File: config.mk
export PLATFORM = sky130hd
export DESIGN_NAME = mrm_calc
export DESIGN_NICKNAME = d
export VERILOG_FILES = /design/src/rtl/core/multichannel_ring_mailbox_core_defines.svh /design/src/rtl/core/mrm_pkg.sv /design/src/rtl/core/mrm_calc.sv
export SDC_FILE = /design/constraint.sdc
export NUM_CORES = 1
export LEC_CHECK = 0
export BUFFER_PORTS_ARGS = -buffer_cell sky130_fd_sc_hd__buf_2
export CAP_MARGIN = 10
export CORE_ASPECT_RATIO = 1.25
export CORE_UTILIZATION = 51
export DETAILED_ROUTE_END_ITERATION = 10
export GPL_ROUTABILITY_DRIVEN = 0
export GPL_TIMING_DRIVEN = 0
export PLACE_DENSITY_LB_ADDON = 0.12
export SETUP_SLACK_MARGIN = 0.2
export SYNTH_ARGS = -nofsm -noshare
export SYNTH_HDL_FRONTEND = slang
export SYNTH_SLANG_ARGS = --single-unit
File: constraint.sdc
create_clock -name vclk -period 13.5
set_input_delay 2.7 -clock vclk [all_inputs]
set_output_delay 2.7 -clock vclk [all_outputs]
set_load 0.1 [all_outputs]
File: src/rtl/core/multichannel_ring_mailbox_core_defines.svh
// Assertion macros shared by the mailbox RTL.
`ifndef MULTICHANNEL_RING_MAILBOX_CORE_DEFINES_SVH
`define MULTICHANNEL_RING_MAILBOX_CORE_DEFINES_SVH

// Same-cycle implication, disabled during reset.
`define MRM_ASSERT_NOW(label, clk, rst, ante, cons) \
  label: assert property (@(posedge clk) disable iff (rst) (ante) |-> (cons)) \
    else $error("mailbox assertion failed");

// Next-cycle implication, disabled during reset.
`define MRM_ASSERT_NEXT(label, clk, rst, ante, cons) \
  label: assert property (@(posedge clk) disable iff (rst) (ante) |=> (cons)) \
    else $error("mailbox assertion failed");

`endif

File: src/rtl/core/mrm_pkg.sv
// Types, codes and constants of the multichannel ring mailbox.
`timescale 1ns / 1ps
package mrm_pkg;

  localparam int CHANNELS_DEF  = 16;
  localparam int BUF_BYTES_DEF = 256;

  typedef enum logic [1:0] {
    OP_WRITE   = 2'd0,
    OP_READ    = 2'd1,
    OP_CONSUME = 2'd2,
    OP_STATUS  = 2'd3
  } opcode_t;

  typedef enum logic [1:0] {
    ST_OK     = 2'd0,
    ST_FULL   = 2'd1,
    ST_EMPTY  = 2'd2,
    ST_BAD_CH = 2'd3
  } status_t;

  localparam logic CFG_BLOCKING = 1'b0;
  localparam logic CFG_CHANNELS = 1'b1;

  typedef struct packed {
    opcode_t     opcode;
    logic [3:0]  channel;
    logic [7:0]  data_byte;
    logic        first_of_message;
    logic        last_of_message;
    logic [15:0] length;
  } item_t;

  typedef struct packed {
    status_t    status;
    logic [7:0] read_data;
    logic       notify;
    logic [7:0] available;
    logic [7:0] free_space;
    logic [7:0] contiguous;
    logic [7:0] consumed;
  } result_t;

  typedef struct packed {
    logic ptr_update;
    logic store_write;
    logic store_read;
  } act_t;

  function automatic int addr_width(input int depth);
    return (depth > 1) ? $clog2(depth) : 1;
  endfunction

endpackage

File: src/rtl/core/mrm_calc.sv
// Per-word pointer update and result computation for one channel.
`timescale 1ns / 1ps
module mrm_calc import mrm_pkg::*; #(
  parameter int CHANNELS  = CHANNELS_DEF,
  parameter int BUF_BYTES = BUF_BYTES_DEF
) (
  input  item_t                            item,
  input  logic                             blocking_writes,
  input  logic [4:0]                       channels_enabled,
  input  logic [$clog2(BUF_BYTES)-1:0]     head,
  input  logic [$clog2(BUF_BYTES)-1:0]     tail,
  input  logic                             drop,
  output logic [$clog2(BUF_BYTES)-1:0]     head_next,
  output logic [$clog2(BUF_BYTES)-1:0]     tail_next,
  output logic                             drop_next,
  output act_t                             act,
  output result_t                          res
);

  localparam int PTR_W = $clog2(BUF_BYTES);

  logic             bad;
  logic [PTR_W-1:0] avail;
  logic [PTR_W-1:0] freeb;
  logic [PTR_W-1:0] cons;
  logic [PTR_W-1:0] avail_post;
  logic [PTR_W-1:0] contig;
  logic [PTR_W+7:0] avail_ext;
  logic [PTR_W+7:0] free_ext;
  logic [PTR_W+7:0] contig_ext;
  logic [PTR_W+7:0] cons_ext;
  status_t          st;
  logic             ntf;
  logic             store;

  assign bad = ({1'b0, item.channel} >= channels_enabled) ||
               ({1'b0, item.channel} >= 5'(CHANNELS));
  assign avail = head - tail;
  assign freeb = ~avail;

  always_comb begin
    head_next = head;
    tail_next = tail;
    drop_next = drop;
    st        = ST_OK;
    ntf       = 1'b0;
    store     = 1'b0;
    cons      = '0;
    act       = '0;
    unique case (item.opcode)
      OP_WRITE: begin
        if (blocking_writes) begin
          drop_next = 1'b0;
          if (freeb == '0) begin
            st  = ST_FULL;
            ntf = 1'b1;
          end else begin
            store = 1'b1;
          end
        end else if (item.first_of_message) begin
          drop_next = 1'b0;
          if (item.length > 16'(freeb)) begin
            st        = ST_FULL;
            drop_next = !item.last_of_message;
          end else begin
            store = 1'b1;
          end
        end else if (drop) begin
          st = ST_FULL;
          if (item.last_of_message) begin
            drop_next = 1'b0;
          end
        end else if (freeb == '0) begin
          st = ST_FULL;
        end else begin
          store = 1'b1;
        end
        if (store) begin
          head_next = head + PTR_W'(1);
          ntf       = item.last_of_message;
        end
      end
      OP_READ: begin
        if (avail == '0) begin
          st = ST_EMPTY;
        end else begin
          act.store_read = !bad;
          tail_next      = tail + PTR_W'(1);
        end
      end
      OP_CONSUME: begin
        cons      = (item.length < 16'(avail)) ? PTR_W'(item.length) : avail;
        tail_next = tail + cons;
      end
      OP_STATUS: begin
      end
      default: begin
      end
    endcase
    act.store_write = store && !bad;
    act.ptr_update  = !bad;
  end

  assign avail_post = head_next - tail_next;
  assign contig = (head_next > tail_next) ? (head_next - tail_next) :
                  (head_next < tail_next) ? (PTR_W'(0) - tail_next) : '0;
  assign avail_ext  = {8'd0, avail_post};
  assign free_ext   = {8'd0, ~avail_post};
  assign contig_ext = {8'd0, contig};
  assign cons_ext   = {8'd0, cons};

  always_comb begin
    res = '0;
    if (bad) begin
      res.status = ST_BAD_CH;
    end else begin
      res.status     = st;
      res.notify     = ntf;
      res.available  = avail_ext[7:0];
      res.free_space = free_ext[7:0];
      res.contiguous = contig_ext[7:0];
      res.consumed   = cons_ext[7:0];
    end
  end

endmodule

==> results.py <==
metrics = {
    "global_routing": {
        "antenna_found_initial": 0,
        "grt_pass1_vias": 2710,
        "grt_use_total_pct": 26.3,
        "grt_max_degree": 11,
        "grt_overflow": 0,
        "grt_pass1_wl_um": 12000,
    },
    "timing": {
        "finalSetupViolations": 0,
        "fmax_mhz": 78.6,
        "slew_viol_final": 0,
        "maxSlewHeadroom_pct": 61.1,
        "finalSetupTns_ns": 0,
        "period_needed_ns": 12.73,
        "final-hold-violation-count": 0,
        "rsz0062_at_grt": "false",
        "finalCritPeriodShare_pct": 94.3,
        "worst_pin_slew_ns": 0.582,
    },
    "logic_synthesis": {
        "synth_compound_area_share_pct": 26.8,
        "synth_xor_area_share_pct": 10.1,
        "synth_area_leaders": "ha_1, xnor2_1, inv_1, a21oi_1, nor2_1",
        "synthAdderAreaFrac_pct": 24.0,
        "yosysTopAreaCell": "ha_1",
        "synthMuxAreaShare_pct": 2.32,
        "netlist-cell-type-count": 69,
        "yosys_warnings": 0,
        "avgSynthCellArea_sq_um": 7.23,
        "synth-simple-area-share_pct": 27.0,
        "syn_inst": 381,
        "synth_top_family_by_area": "simple AND/OR/NAND/NOR gates",
        "synth.top_cell.area_share_pct": 21.8,
        "ys_seq_area_share_pct": 0,
        "syn-cell-area_sq_um": 2760,
    },
    "power": {
        "p_leak_nw": 1.77,
        "fin_total_pwr_mw": 0.497,
        "pwr_density_cell_nw_per_um2": 147,
        "ir_worst_vdd_mv": 0.0925,
    },
    "floorplan": {
        "ios": 118,
        "rows": 29,
        "die_w_um": 67.8,
        "core_area_sq_um": 5150,
        "die_area_sq_um": 5700,
        "die_y_um": 84.2,
        "start_util_pct": 53.5,
    },
    "cells_and_area": {
        "nClkBuffers": 0,
        "nNetsFinal": 598,
        "seq_area_sq_um": 0,
        "diodes": 0,
        "seq_cells": 0,
        "finish.instance_area_sq_um": 3380,
        "fill_cells": 505,
        "drive_above_1_share_pct": 29.2,
        "syn2layout_area_growth_pct": 22.5,
        "multiInputGateArea_sq_um": 2520,
    },
    "hold_path": {
        "whs_path_depth": 3,
        "min-delay-start": "head[7]",
        "min_to": "head_next[7]",
        "worstHoldPathType": "primary input to output port",
    },
    "critical_path": {
        "critPathMaxStageDelay_ns": 0.53,
        "crit_arrival_ns": 10.03,
        "worstPathMaxFanout": 10,
        "crit_required_ns": 10.80,
        "critPathCaptureType": "output port",
        "critPathKind": "primary input to output port",
        "slowest_stage": "or4b_4",
        "startpoint_type": "primary input",
    },
    "routing": {
        "vias": 3022,
        "firstDrtPassIters": 4,
        "detail-route-antenna-nets": 0,
        "vias_per_cell": 5.47,
        "drc": 0,
        "totalWireLength_um": 7620,
        "drt_iter0_markers": 116,
        "routedWlPerCell_um": 13.8,
    },
    "clock_tree": {
        "cts_hold_buffers": 0,
        "cts_resized": 0,
        "post_cts_buffers": 0,
    },
    "outcome": {
        "run_status": "complete, no violations",
    },
    "placement": {
        "dp_hpwl_um": 6620,
        "dpl_cell_area_sq_um": 3380,
        "portBuffers": 102,
    },
    "run": {
        "max-cap-violations": 0,
    },
}
-- cell usage after synthesis (all sizes together) (8+ instances only) --
library cell   n
o21ai         14
a21oi         28
nor2          33
nor2b         10
nand2b         8
buf            8
and2          12
a21o          11
a211oi        10
ha            48
nand2         30
xnor2         23
nand3          8
xor2           8
inv           42
-- final cells by class --
type	instances	share of cell area (%)
repair buffers	102	15.1
well taps	62	2.30
inverters	43	4.82
multi-input cells	331	74.7
plain buffers	14	3.04
-- cell usage in the layout (no fill, tap or decap), types with 3 or more instances in the layout --
cell	Yosys	final
nand4_1	7	7
buf_2	0	102
o22ai_1	5	5
and3_1	5	5
o21ai_0	12	12
conb_1	1	8
mux2_2	3	3
a41oi_1	3	3
nor2_1	33	33
a211oi_1	8	7
o21a_1	3	3
buf_4	8	8
and2_1	9	9
nor3_1	4	4
ha_1	48	48
inv_1	40	40
xnor2_1	22	22
nand3_1	8	8
mux2i_1	3	3
xor2_1	8	8
a21o_1	10	10
nor4_1	3	3
a211o_1	3	3
a21oi_1	27	27
nor2b_1	10	10
fa_1	3	3
nand2b_1	8	8
clkbuf_1	4	4
nand2_1	30	30
-- logic make-up after synthesis --
| logic type | count (synthesis) |
|---|---|
| buffers and inverters | 57 |
| other | 1 |
| AND/OR/NAND/NOR | 136 |
| AO/OA/AOI/OAI | 99 |
| multiplexers | 6 |
| XOR/XNOR | 31 |
| adder cells (fa/ha/maj) | 51 |
-- stage by stage --
stage	worst slack, ns	hold slack, ns	instances	utilization [%]
3_5_place_dp	0.817	5.90	552	65.5
4_1_cts	0.805	5.90	552	65.5
5_1_grt	0.351	5.91	552	65.5
3_3_place_gp	0.920	5.90	552	65.5
6_report	0.771	5.89	552	65.5
2_1_floorplan	0.328	5.86	388	-
-- critical path, delay by kind of cell --
kind,cells,cell delay (ns)
compound gates,13,2.58
xor+xnor,2,0.29
fa+ha+maj,4,1.29
buf+inv,7,1.29
mux,1,0.12
simple gates,8,1.75
-- layer usage --
| layer | GRT usage [%] | routed length (um) |
|---|---|---|
| met5 | 0 | 0 |
| met4 | 4.06 | 118 |
| met3 | 0.272 | 339 |
| met2 | 50.6 | 3940 |
| met1 | 31.6 | 3220 |
-- worst max-delay path by stage --
stage / from / endpoint / slack (ns) / cells past startpoint
after floorplan: tail[2] / res[15] / 0.33 / 33
after global placement: tail[2] / res[12] / 0.92 / 35
after detailed placement: tail[2] / res[12] / 0.82 / 35
after CTS: tail[2] / res[12] / 0.81 / 35
after global routing: tail[2] / res[13] / 0.35 / 35
final: tail[2] / res[12] / 0.77 / 35
-- power by group --
part / internal, mW / switching [mW] / total [mW]
Clock: 0 / 0 / 0
Sequential: 0 / 0 / 0
Combinational: 0.108 / 0.389 / 0.497
Power figures use the tool's default switching activity.
