<file path="src/rtl/core/multichannel_ring_mailbox_core_defines.svh">
// Assertion macros shared by the mailbox RTL.
`ifndef MULTICHANNEL_RING_MAILBOX_CORE_DEFINES_SVH
`define MULTICHANNEL_RING_MAILBOX_CORE_DEFINES_SVH

// Same-cycle implication, disabled during reset.
`define MRM_ASSERT_NOW(label, clk, rst, ante, cons) \
  label: assert property (@(posedge clk) disable iff (rst) (ante) |-> (cons)) \
    else $error("mailbox assertion failed");

// Next-cycle implication, disabled during reset.
`define MRM_ASSERT_NEXT(label, clk, rst, ante, cons) \
  label: assert property (@(posedge clk) disable iff (rst) (ante) |=> (cons)) \
    else $error("mailbox assertion failed");

`endif

</file>
<file path="src/rtl/core/mrm_pkg.sv">
// Types, codes and constants of the multichannel ring mailbox.
`timescale 1ns / 1ps
package mrm_pkg;

  localparam int CHANNELS_DEF  = 16;
  localparam int BUF_BYTES_DEF = 256;

  typedef enum logic [1:0] {
    OP_WRITE   = 2'd0,
    OP_READ    = 2'd1,
    OP_CONSUME = 2'd2,
    OP_STATUS  = 2'd3
  } opcode_t;

  typedef enum logic [1:0] {
    ST_OK     = 2'd0,
    ST_FULL   = 2'd1,
    ST_EMPTY  = 2'd2,
    ST_BAD_CH = 2'd3
  } status_t;

  localparam logic CFG_BLOCKING = 1'b0;
  localparam logic CFG_CHANNELS = 1'b1;

  typedef struct packed {
    opcode_t     opcode;
    logic [3:0]  channel;
    logic [7:0]  data_byte;
    logic        first_of_message;
    logic        last_of_message;
    logic [15:0] length;
  } item_t;

  typedef struct packed {
    status_t    status;
    logic [7:0] read_data;
    logic       notify;
    logic [7:0] available;
    logic [7:0] free_space;
    logic [7:0] contiguous;
    logic [7:0] consumed;
  } result_t;

  typedef struct packed {
    logic ptr_update;
    logic store_write;
    logic store_read;
  } act_t;

  function automatic int addr_width(input int depth);
    return (depth > 1) ? $clog2(depth) : 1;
  endfunction

endpackage

</file>
<file path="src/rtl/core/mrm_ram.sv">
// Generic simple dual-port RAM with registered read.
`timescale 1ns / 1ps
module mrm_ram import mrm_pkg::*; #(
  parameter int WIDTH = 8,
  parameter int DEPTH = 16
) (
  input  logic                         clk,
  input  logic                         wr_en,
  input  logic [addr_width(DEPTH)-1:0] wr_addr,
  input  logic [WIDTH-1:0]             wr_data,
  input  logic                         rd_en,
  input  logic [addr_width(DEPTH)-1:0] rd_addr,
  output logic [WIDTH-1:0]             rd_data
);

  logic [WIDTH-1:0] mem [DEPTH];

  always_ff @(posedge clk) begin
    if (wr_en) begin
      mem[wr_addr] <= wr_data;
    end
    if (rd_en) begin
      rd_data <= mem[rd_addr];
    end
  end

endmodule

</file>
<file path="config.mk">
export PLATFORM = sky130hd
export DESIGN_NAME = mrm_ram
export DESIGN_NICKNAME = d
export VERILOG_FILES = /design/src/rtl/core/multichannel_ring_mailbox_core_defines.svh /design/src/rtl/core/mrm_pkg.sv /design/src/rtl/core/mrm_ram.sv
export SDC_FILE = /design/constraint.sdc
export NUM_CORES = 1
export LEC_CHECK = 0
export ABC_AREA = 1
export BUFFER_PORTS_ARGS = -buffer_cell sky130_fd_sc_hd__buf_2
export CAP_MARGIN = 10
export CORE_MARGIN = 4
export CORE_UTILIZATION = 44
export CTS_CLUSTER_DIAMETER = 60
export DETAILED_ROUTE_END_ITERATION = 8
export PLACE_DENSITY_LB_ADDON = 0.12
export SETUP_SLACK_MARGIN = 0.15
export SLEW_MARGIN = 5
export SYNTH_ARGS = -nofsm -noshare
export SYNTH_HDL_FRONTEND = slang
export SYNTH_SLANG_ARGS = --single-unit
</file>
<file path="constraint.sdc">
create_clock -name clk -period 1.75 [get_ports clk]
set_input_delay 0.175 -clock clk [delete_from_list [all_inputs] [get_ports clk]]
set_output_delay 0.175 -clock clk [all_outputs]
set_load 0.005 [all_outputs]
</file>
==> results of run 1 <==
==> path summary, 6_finish.rpt <==
kind	end	slack (ns)	cells after the start
setup reg to reg	rd_data[4]$_DFFE_PP_	0.55	6
hold / removal	rd_data[1]$_DFFE_PP_	0.13	1
setup / recovery	rd_data[4]$_DFFE_PP_	0.55	6
hold reg to reg	rd_data[1]$_DFFE_PP_	0.75	6
==> sequential cells by signal, indices dropped and copies added (netlist names) <==
register	flops
mem	128
rd_data	8
==> stage by stage <==
| stage | cell area (um2) | cells | power [mW] | hold slack (ns) | setup slack (ns) |
|---|---|---|---|---|---|
| after detailed placement | 6210 | 748 | 4.21 | 0.560 | 0.203 |
| after global placement | 6210 | 748 | 4.21 | 0.566 | 0.242 |
| after CTS | 6780 | 780 | 7.68 | 0.120 | 0.549 |
| final | 6780 | 780 | 7.62 | 0.130 | 0.548 |
| after floorplan | 5850 | 551 | 4.01 | 0.274 | 0.624 |
| after global routing | 6780 | 780 | 7.88 | 0.127 | 0.460 |
==> placed cells by master (no fill, tap or decap) <==
cell type | Yosys | final
nand2_1 | 173 | 173
edfxtp_1 | 136 | 136
inv_1 | 100 | 100
nand3_1 | 97 | 97
buf_2 | 13 | 26
buf_4 | 4 | 22
nor2_1 | 17 | 17
clkbuf_16 | 0 | 17
clkinv_2 | 0 | 8
clkbuf_1 | 0 | 4
bufinv_16 | 0 | 3
inv_2 | 2 | 2
nand3b_1 | 2 | 2
buf_12 | 0 | 1
==> power groups by stage <==
stage	Clock [mW]	Sequential [mW]	Combinational (mW)
2_1_floorplan	0	3.76	0.257
6_report	3.48	3.69	0.450
3_3_place_gp	0	3.76	0.450
3_5_place_dp	0	3.76	0.452
4_1_cts	3.53	3.69	0.454
5_1_grt	3.68	3.70	0.502
==> cell families (layout without fill, tap and decap cells) <==
group | Yosys count | after routing | synth area share (%)
flops | 136 | 136 | 69.8
buf+inv | 126 | 183 | 9.39
simple gates | 289 | 289 | 20.8
==> area by class of cell <==
cell class	instances	area, um2	area share (%)
clock buffers	21	440	6.49
flip-flops and latches	136	4080	60.2
multi-input cells	289	1210	17.9
inverters	102	383	5.65
repair buffers	49	315	4.65
well taps	172	215	3.17
clock inverters	11	130	1.92
==> worst max-delay path: stages (launching register included) <==
cell,delay [ns]
edfxtp_1,0.35
inv_1,0.07
nand2_1,0.05
nand3_1,0.13
nand3_1,0.17
nand3_1,0.14
nand2_1,0.05
==> routing by layer <==
metal / up-vias / global-route usage, %
li1: 1875 / -
met1: 1826 / 28.1
met2: 126 / 30.4
met3: 33 / 4.53
met4: 0 / 9.76
met5: - / 0
==> impl_metrics.tcl, run 1 <==
set metrics [dict create \
    outcome "completed" \
    grt_pass1_vias 3737 \
    vias 3860 \
    finClkSkew_ns 0.00667 \
    seqPwrFrac_pct 48.5 \
    gr-total-overflow 0 \
    cts_max_level 4 \
    slew_violations 0 \
    synthToLayoutAreaGrowth_pct 16.0 \
    setup_tns_ns 0 \
    clockBufferDepth 2 \
    synthMostInstantiatedCell "nand2_1" \
    post-route-util_pct 52.9 \
    viasPerCell 4.95 \
    cts_num_sinks 136 \
    crit_fanout 1 \
    syn-cell-area_um2 5850 \
    synth_top_cell_by_area "edfxtp_1" \
    synth_common_cells "nand2_1 (173), edfxtp_1 (136), inv_1 (100)" \
    clkLatencyLatePin_ns 0.42 \
    grt_max_degree 65 \
    synth_top_area_share_pct 69.8 \
    dp_hpwl_mm 8.81 \
    ys_ff_latch 136 \
    fillCellCount 1144 \
    p_sw_mw 1.61 \
    clkTransAtPathRegs_ns 0.06 \
    ant_nets 0 \
    wire_per_inst_um 18.0 \
    cp-start-kind "flip-flop" \
    die_h_um 123 \
    drive_gt1_share_pct 13.0 \
    diodes 0 \
    min_period_over_period_pct 68.7 \
    fin_crit_ns 1.20 \
    worst_slew_margin_rel_pct 57.9 \
    cts_root_buf "clkbuf_16" \
    routed.top_layer "met4" \
    ys_seq_area_share_pct 69.8 \
    synth_ff_type "edfxtp_1" \
    cts_hold_buffers 0 \
    synth_nets 570 \
    p_leak_nw 2.94 \
    core_um2 12800 \
    grt_usage_pct 20.3 \
    die_area_um2 15200 \
    drt_iter0_markers 385 \
    worstHoldPathType "input pin to flip-flop" \
    placement.io_buffers 26 \
    crit_type "flip-flop to flip-flop" \
    grt_pass1_wl_mm 21.9 \
    cp.required_ns 1.92 \
    gp_congestion 0.813 \
    async_reset_ff_share_pct 0 \
    synthTopCellsByArea "edfxtp_1 (70%), nand2_1 (11%), nand3_1 (8.3%)" \
    critPathLaunch "mem[11][4]$_DFFE_PP_" \
    nets 614 \
    swShare_pct 21.1 \
    rsz0062_at_grt "no" \
    wl_met2_mm 6.44 \
    fmax_mhz 832 \
    tightest_slew_ns 0.631 \
    clkPwrFrac_pct 45.6 \
    dr.pass1.iters 5 \
    cts_buffers 17 \
    p_per_area_nw_per_um2 1120 \
    antenna_found_initial 0 \
    cts_resized 0 \
    die-width_um 123 \
    met1_length_mm 6.31 \
    routed_wl_mm 14.1 \
    arrival_ns 1.38 \
    hp-start "rd_en" \
    cap_viol_max_count 0 \
    dr_wl_met3_um 894 \
    drc 0 \
    synth_cells 551 \
    hold_viol_final 0 \
    boundaryPins 27 \
    setup_violations 0 \
    cp-end-kind "flip-flop" \
    synth_edf_count 136 \
    rows 41 \
    ys_types 11 \
    combPwrFrac_pct 5.9 \
    yosys_warnings 0 \
    initial_core_util_pct 45.6 \
    cts_tree "yes" \
    peakVddDrop_mv 0.681 \
    postCtsSetupBuffers 0 \
    p_int_mw 6.01 \
    r2r_start "mem[11][4]$_DFFE_PP_" \
    syn_avg_cell_area_um2 10.6 \
]
(Power assumes the default switching activity.)
==> inputs of run 2 (changes only) <==
==> constraint.sdc (replaced) <==
create_clock -name clk -period 1.2 [get_ports clk]
set_input_delay 0.12 -clock clk [delete_from_list [all_inputs] [get_ports clk]]
set_output_delay 0.12 -clock clk [all_outputs]
set_load 0.005 [all_outputs]
==> run 2 against run 1 <==
Against the previous run: wire length is 1.8% lower; count of clock-buffer cells in the layout up 1; final area rose by 5.1%; total power increased by 47%; flip-flop and latch count stayed put; largest power group unchanged; sequential share of layout area decreased by 2.9 points; first-iteration DRC count fell by 13%; critical path depth fell by 5; setup slack lost 0.47 ns; critical path type is now flip-flop to output port; die area stayed put; sequential power grew 46%; via count fell by 0.91%.
==> impl_metrics.tcl, run 2 (synthesis results as in run 1) <==
set metrics [dict create \
    cts_root_buf "clkbuf_16" \
    postCtsSetupBuffers 0 \
    seq_area_um2 4080 \
    cts_max_level 4 \
    dp_slack_ns -0.201 \
    boundaryPins 27 \
    fin_total_pwr_mw 11.2 \
    cpMaxStageDelayCell "edfxtp_1" \
    grt_pass1_wl_mm 21.2 \
    cp-start-kind "flip-flop" \
    arrival_ns 1.00 \
    rsz0062_at_grt "yes" \
    die_h_um 123 \
    rows 41 \
    cts_buffers 17 \
    r2r_slack_ns 0.11 \
    cp-end-kind "output port" \
    gr-total-overflow 0 \
    path_buf_inv 1 \
    initial_core_util_pct 45.6 \
    cap_viol_max_count 0 \
    synthToLayoutAreaGrowth_pct 21.8 \
    peakVddDrop_mv 0.957 \
    worst_slew_margin_rel_pct 72.2 \
    reg_top3 "mem x128, rd_data x8" \
    placement.io_buffers 26 \
    final_cell_mix "nand2_1 (172), edfxtp_1 (136), inv_1 (100)" \
    max_stage_delay_ns 0.43 \
    layout_setup_ws_ns 0.0817 \
    wire_per_inst_um 17.5 \
    hold_path_depth 1 \
    drive_gt1_share_pct 19.6 \
    p_leak_nw 3.07 \
    clkTransAtPathRegs_ns 0.06 \
    cp.required_ns 1.08 \
    reg2reg_depth 6 \
    r2r_start "mem[3][2]$_DFFE_PP_" \
    ant_nets 0 \
    dp_hpwl_mm 8.49 \
    clockBufferDepth 2 \
    crit_type "flip-flop to output port" \
    hp-start "rd_en" \
    finClkSkew_ns 0.00446 \
    die_area_um2 15200 \
    dr.pass1.iters 4 \
    slew_violations 0 \
    drc 0 \
    gp_congestion 0.787 \
    fmax_mhz 894 \
    viasPerCell 4.85 \
    vias 3825 \
    routed_wl_mm 13.8 \
    fin_crit_ns 1.12 \
    antenna_found_initial 0 \
    die-width_um 123 \
    setup_violations 0 \
    hold_viol_final 0 \
    cts_num_sinks 136 \
    largest_register_ff_count 128 \
    grt_max_degree 57 \
    crit_chain "buf_2" \
    p_per_area_nw_per_um2 1580 \
    outcome "completed" \
    min_to "rd_data[6]$_DFFE_PP_" \
    min_period_over_period_pct 93.2 \
    clkLatencyLatePin_ns 0.41 \
    multi_input_area_um2 1390 \
    post-route-util_pct 55.6 \
    grt_pass1_vias 3523 \
    nets 624 \
    tightest_slew_ns 0.417 \
    grt_usage_pct 19.8 \
    cts_tree "yes" \
    diodes 0 \
    setup_tns_ns 0 \
    path_delay_family "flip-flops" \
    final_common_cell "nand2_1" \
    rr_endpoint "rd_data[2]$_DFFE_PP_" \
    core_um2 12800 \
    crit_fanout 1 \
    fillCellCount 1148 \
    drt_iter0_markers 334 \
    top_register "mem" \
    worstHoldPathType "input pin to flip-flop" \
]
run 2: cell count changes in the layout (fill, tap and decap cells not counted), moves of 3 or more:
| cell | before | now |
|---|---|---|
| clkinv_2 | 8 | 2 |
| nand3_2 | 0 | 33 |
| clkinvlp_4 | 0 | 3 |
| buf_12 | 1 | 8 |
| nand3_1 | 97 | 63 |
| buf_4 | 22 | 25 |
run 2: how the worst max path moves through the flow:
stage                               startpoint                   end  slack [ns]  cells past startpoint
after floorplan                     wr_addr[2]  mem[10][0]$_DFFE_PP_        0.13                      2
after global placement              rd_addr[0]  rd_data[2]$_DFFE_PP_       -0.17                      9
after detailed placement            rd_addr[0]  rd_data[3]$_DFFE_PP_       -0.20                      8
after CTS                 rd_data[5]$_DFFE_PP_            rd_data[5]        0.04                      1
after global routing       mem[3][3]$_DFFE_PP_  rd_data[3]$_DFFE_PP_        0.03                      6
final                     rd_data[5]$_DFFE_PP_            rd_data[5]        0.08                      1
run 2: cell type report:
class / count / area share [%]
tap: 172 / 3.02
timing repair buffer: 59 / 6.71
multi-input combinational: 289 / 19.6
inverter: 102 / 5.37
sequential: 136 / 57.3
clock inverter: 9 / 1.77
clock buffer: 22 / 6.23
run 2: through the flow:
step           hold WS (ns)  area [um2]  instances
2_1_floorplan         0.219        5850        551
3_3_place_gp          0.507        6370        758
3_5_place_dp          0.520        6370        758
4_1_cts              0.0812        7060        789
5_1_grt              0.0821        7120        789
6_report             0.0833        7120        789
run 2: timing repair:
item / CTS / global route
hold buffers: 0 / 0
pin swaps: 9 / 9
hold endpoints to repair: 0 / 0
gates resized for setup: 23 / 13
setup endpoints to repair: 13 / 14
run 2: where the power goes:
part | internal [mW] | leakage (nW) | total [mW] | switching, mW
Clock | 3.24 | 0.268 | 5.08 | 1.85
Sequential | 5.35 | 1.24 | 5.39 | 0.0313
Combinational | 0.259 | 1.57 | 0.763 | 0.504
run 2: metal layers:
metal,vias up,track usage (%),routed length (um)
li1,1894,-,-
met2,96,28.9,6270
met5,-,0,0
met1,1816,28.9,6610
met4,0,7.06,221
met3,19,4.67,724
==> inputs of run 3 (changes only) <==
--- a/config.mk
+++ b/config.mk
@@ -9,7 +9,7 @@
 export BUFFER_PORTS_ARGS = -buffer_cell sky130_fd_sc_hd__buf_2
 export CAP_MARGIN = 10
 export CORE_MARGIN = 4
-export CORE_UTILIZATION = 44
+export CORE_UTILIZATION = 35
 export CTS_CLUSTER_DIAMETER = 60
 export DETAILED_ROUTE_END_ITERATION = 8
 export PLACE_DENSITY_LB_ADDON = 0.12
==> run 3 against run 2 <==
Against the previous run: core utilization is 9.9 points lower; wire length is 4.4% higher; clock skew is 0.0041 ns higher; via count is 0.94% higher; die area is 24% higher; critical path depth stayed put; total power is 4.9% higher; global-route usage is 2.8 points lower; combinational power is 6.7% higher; cell count is 5.8% higher; clock power is 9.8% higher; register-to-register slack hardly changed; critical path type unchanged.
==> impl_metrics.tcl, run 3 (synthesis results as in run 1) <==
set metrics [dict create \
    outcome "completed" \
    rsz0062_at_grt "yes" \
    diodes 0 \
    gp_congestion 0.760 \
    peakVddDrop_mv 0.998 \
    drt_iter0_markers 283 \
    hold_ws_ns 0.0593 \
    top_register "mem" \
    crit_fanout 1 \
    drc 0 \
    clockBufferDepth 2 \
    cts_root_buf "clkbuf_16" \
    fin_crit_ns 1.13 \
    worstHoldPathType "input pin to flip-flop" \
    initial_core_util_pct 36.3 \
    cts_hold_buffers 0 \
    die-width_um 137 \
    die_area_um2 18800 \
    setup_violations 0 \
    grt_usage_pct 16.9 \
    p_per_area_nw_per_um2 1600 \
    grt_pass1_wl_mm 22.7 \
    place_inst 803 \
    cp.required_ns 1.08 \
    drive_gt1_share_pct 24.6 \
    boundaryPins 27 \
    worst_slew_margin_rel_pct 70.0 \
    viasPerCell 4.62 \
    placement.io_buffers 26 \
    final_common_cell "nand2_1" \
    cts_tree "yes" \
    crit_chain "buf_2" \
    cap_viol_max_count 0 \
    reg_top3 "mem x128, rd_data x8" \
    cpMaxStageDelayCell "edfxtp_1" \
    grt_pass1_vias 3865 \
    routed_wl_mm 14.4 \
    cp-end-kind "output port" \
    synthToLayoutAreaGrowth_pct 25.9 \
    cts_buffers 17 \
    slew_violations 0 \
    cts_num_sinks 136 \
    cp-start-kind "flip-flop" \
    max_stage_delay_ns 0.43 \
    min_period_over_period_pct 94.4 \
    postCtsSetupBuffers 0 \
    core_um2 16100 \
    grt_max_degree 33 \
    reg2reg_depth 6 \
    post-route-util_pct 45.7 \
    hold_viol_final 0 \
    p_leak_nw 3.15 \
    fin_total_pwr_mw 11.8 \
    path_delay_family "flip-flops" \
    final_cell_mix "nand2_1 (167), edfxtp_1 (136), inv_1 (100)" \
    cts_max_level 4 \
    dr.pass1.iters 4 \
    vias 3861 \
    rows 46 \
    tightest_slew_ns 0.449 \
    wire_per_inst_um 17.3 \
    fmax_mhz 882 \
    nets 625 \
    clkTransAtPathRegs_ns 0.06 \
    dp_hpwl_mm 9.22 \
    antenna_found_initial 0 \
    path_buf_inv 1 \
    fillCellCount 1529 \
    gr-total-overflow 0 \
    r2r_slack_ns 0.10 \
    worstSetupPathDepth 1 \
    stdcell_count 835 \
    arrival_ns 1.01 \
    hold_path_depth 1 \
    largest_register_ff_count 128 \
    die_h_um 137 \
    ant_nets 0 \
    crit_type "flip-flop to output port" \
    finClkSkew_ns 0.00856 \
    clkLatencyLatePin_ns 0.42 \
]
==> run 3: cell count changes in the layout (fill, tap and decap cells not counted), sizes merged <==
cell,change
clkinv,+4
clkbuf,-5
buf,+1
bufinv,+2
==> run 3: path summary, 6_finish.rpt <==
kind	to	from
max	rd_data[0]	rd_data[0]$_DFFE_PP_
min	rd_data[4]$_DFFE_PP_	rd_en
max reg2reg	rd_data[4]$_DFFE_PP_	mem[1][4]$_DFFE_PP_
min reg2reg	rd_data[2]$_DFFE_PP_	mem[12][2]$_DFFE_PP_
==> run 3: routing by layer <==
layer,up-vias,GRT usage (%),part of all wire [%]
li1,1896,-,-
met1,1884,22.8,47
met2,63,27.1,48
met3,18,3.62,3.1
met4,0,6.21,1.8
met5,-,0,0
==> run 3: repair_timing <==
action	4_1_cts	5_1_grt
setup endpoints to repair	13	16
pin swaps	26	29
resized for setup	41	22
==> run 3: metrics by stage <==
step	cell area [um2]	setup slack, ns	TNS (ns)
global placement	6420	-0.260	-1.24
CTS	7260	0.0392	0
global route	7360	0.0229	0
floorplan	5850	0.129	0
detailed placement	6420	-0.244	-1.19
finish	7360	0.0667	0
==> run 3: worst register-to-register path, cell delays in order (launching register included) <==
cell,delay (ns)
edfxtp_1,0.36
inv_1,0.06
nand2_1,0.04
nand3_1,0.10
nand3_2,0.14
nand3_4,0.11
nand2_2,0.05
==> run 3: report_power, final <==
part / switching [mW] / internal (mW)
Combinational: 0.540 / 0.274
Sequential: 0.0290 / 5.35
Clock: 1.93 / 3.65
==> run 3: layout make-up <==
| type | count | area (um2) | area share (%) |
|---|---|---|---|
| clock buffer | 17 | 425 | 5.78 |
| clock inverter | 15 | 208 | 2.82 |
| inverter | 102 | 383 | 5.20 |
| multi-input combinational | 289 | 1520 | 20.6 |
| sequential | 136 | 4080 | 55.5 |
| tap | 216 | 270 | 3.67 |
| timing repair buffer | 60 | 473 | 6.42 |
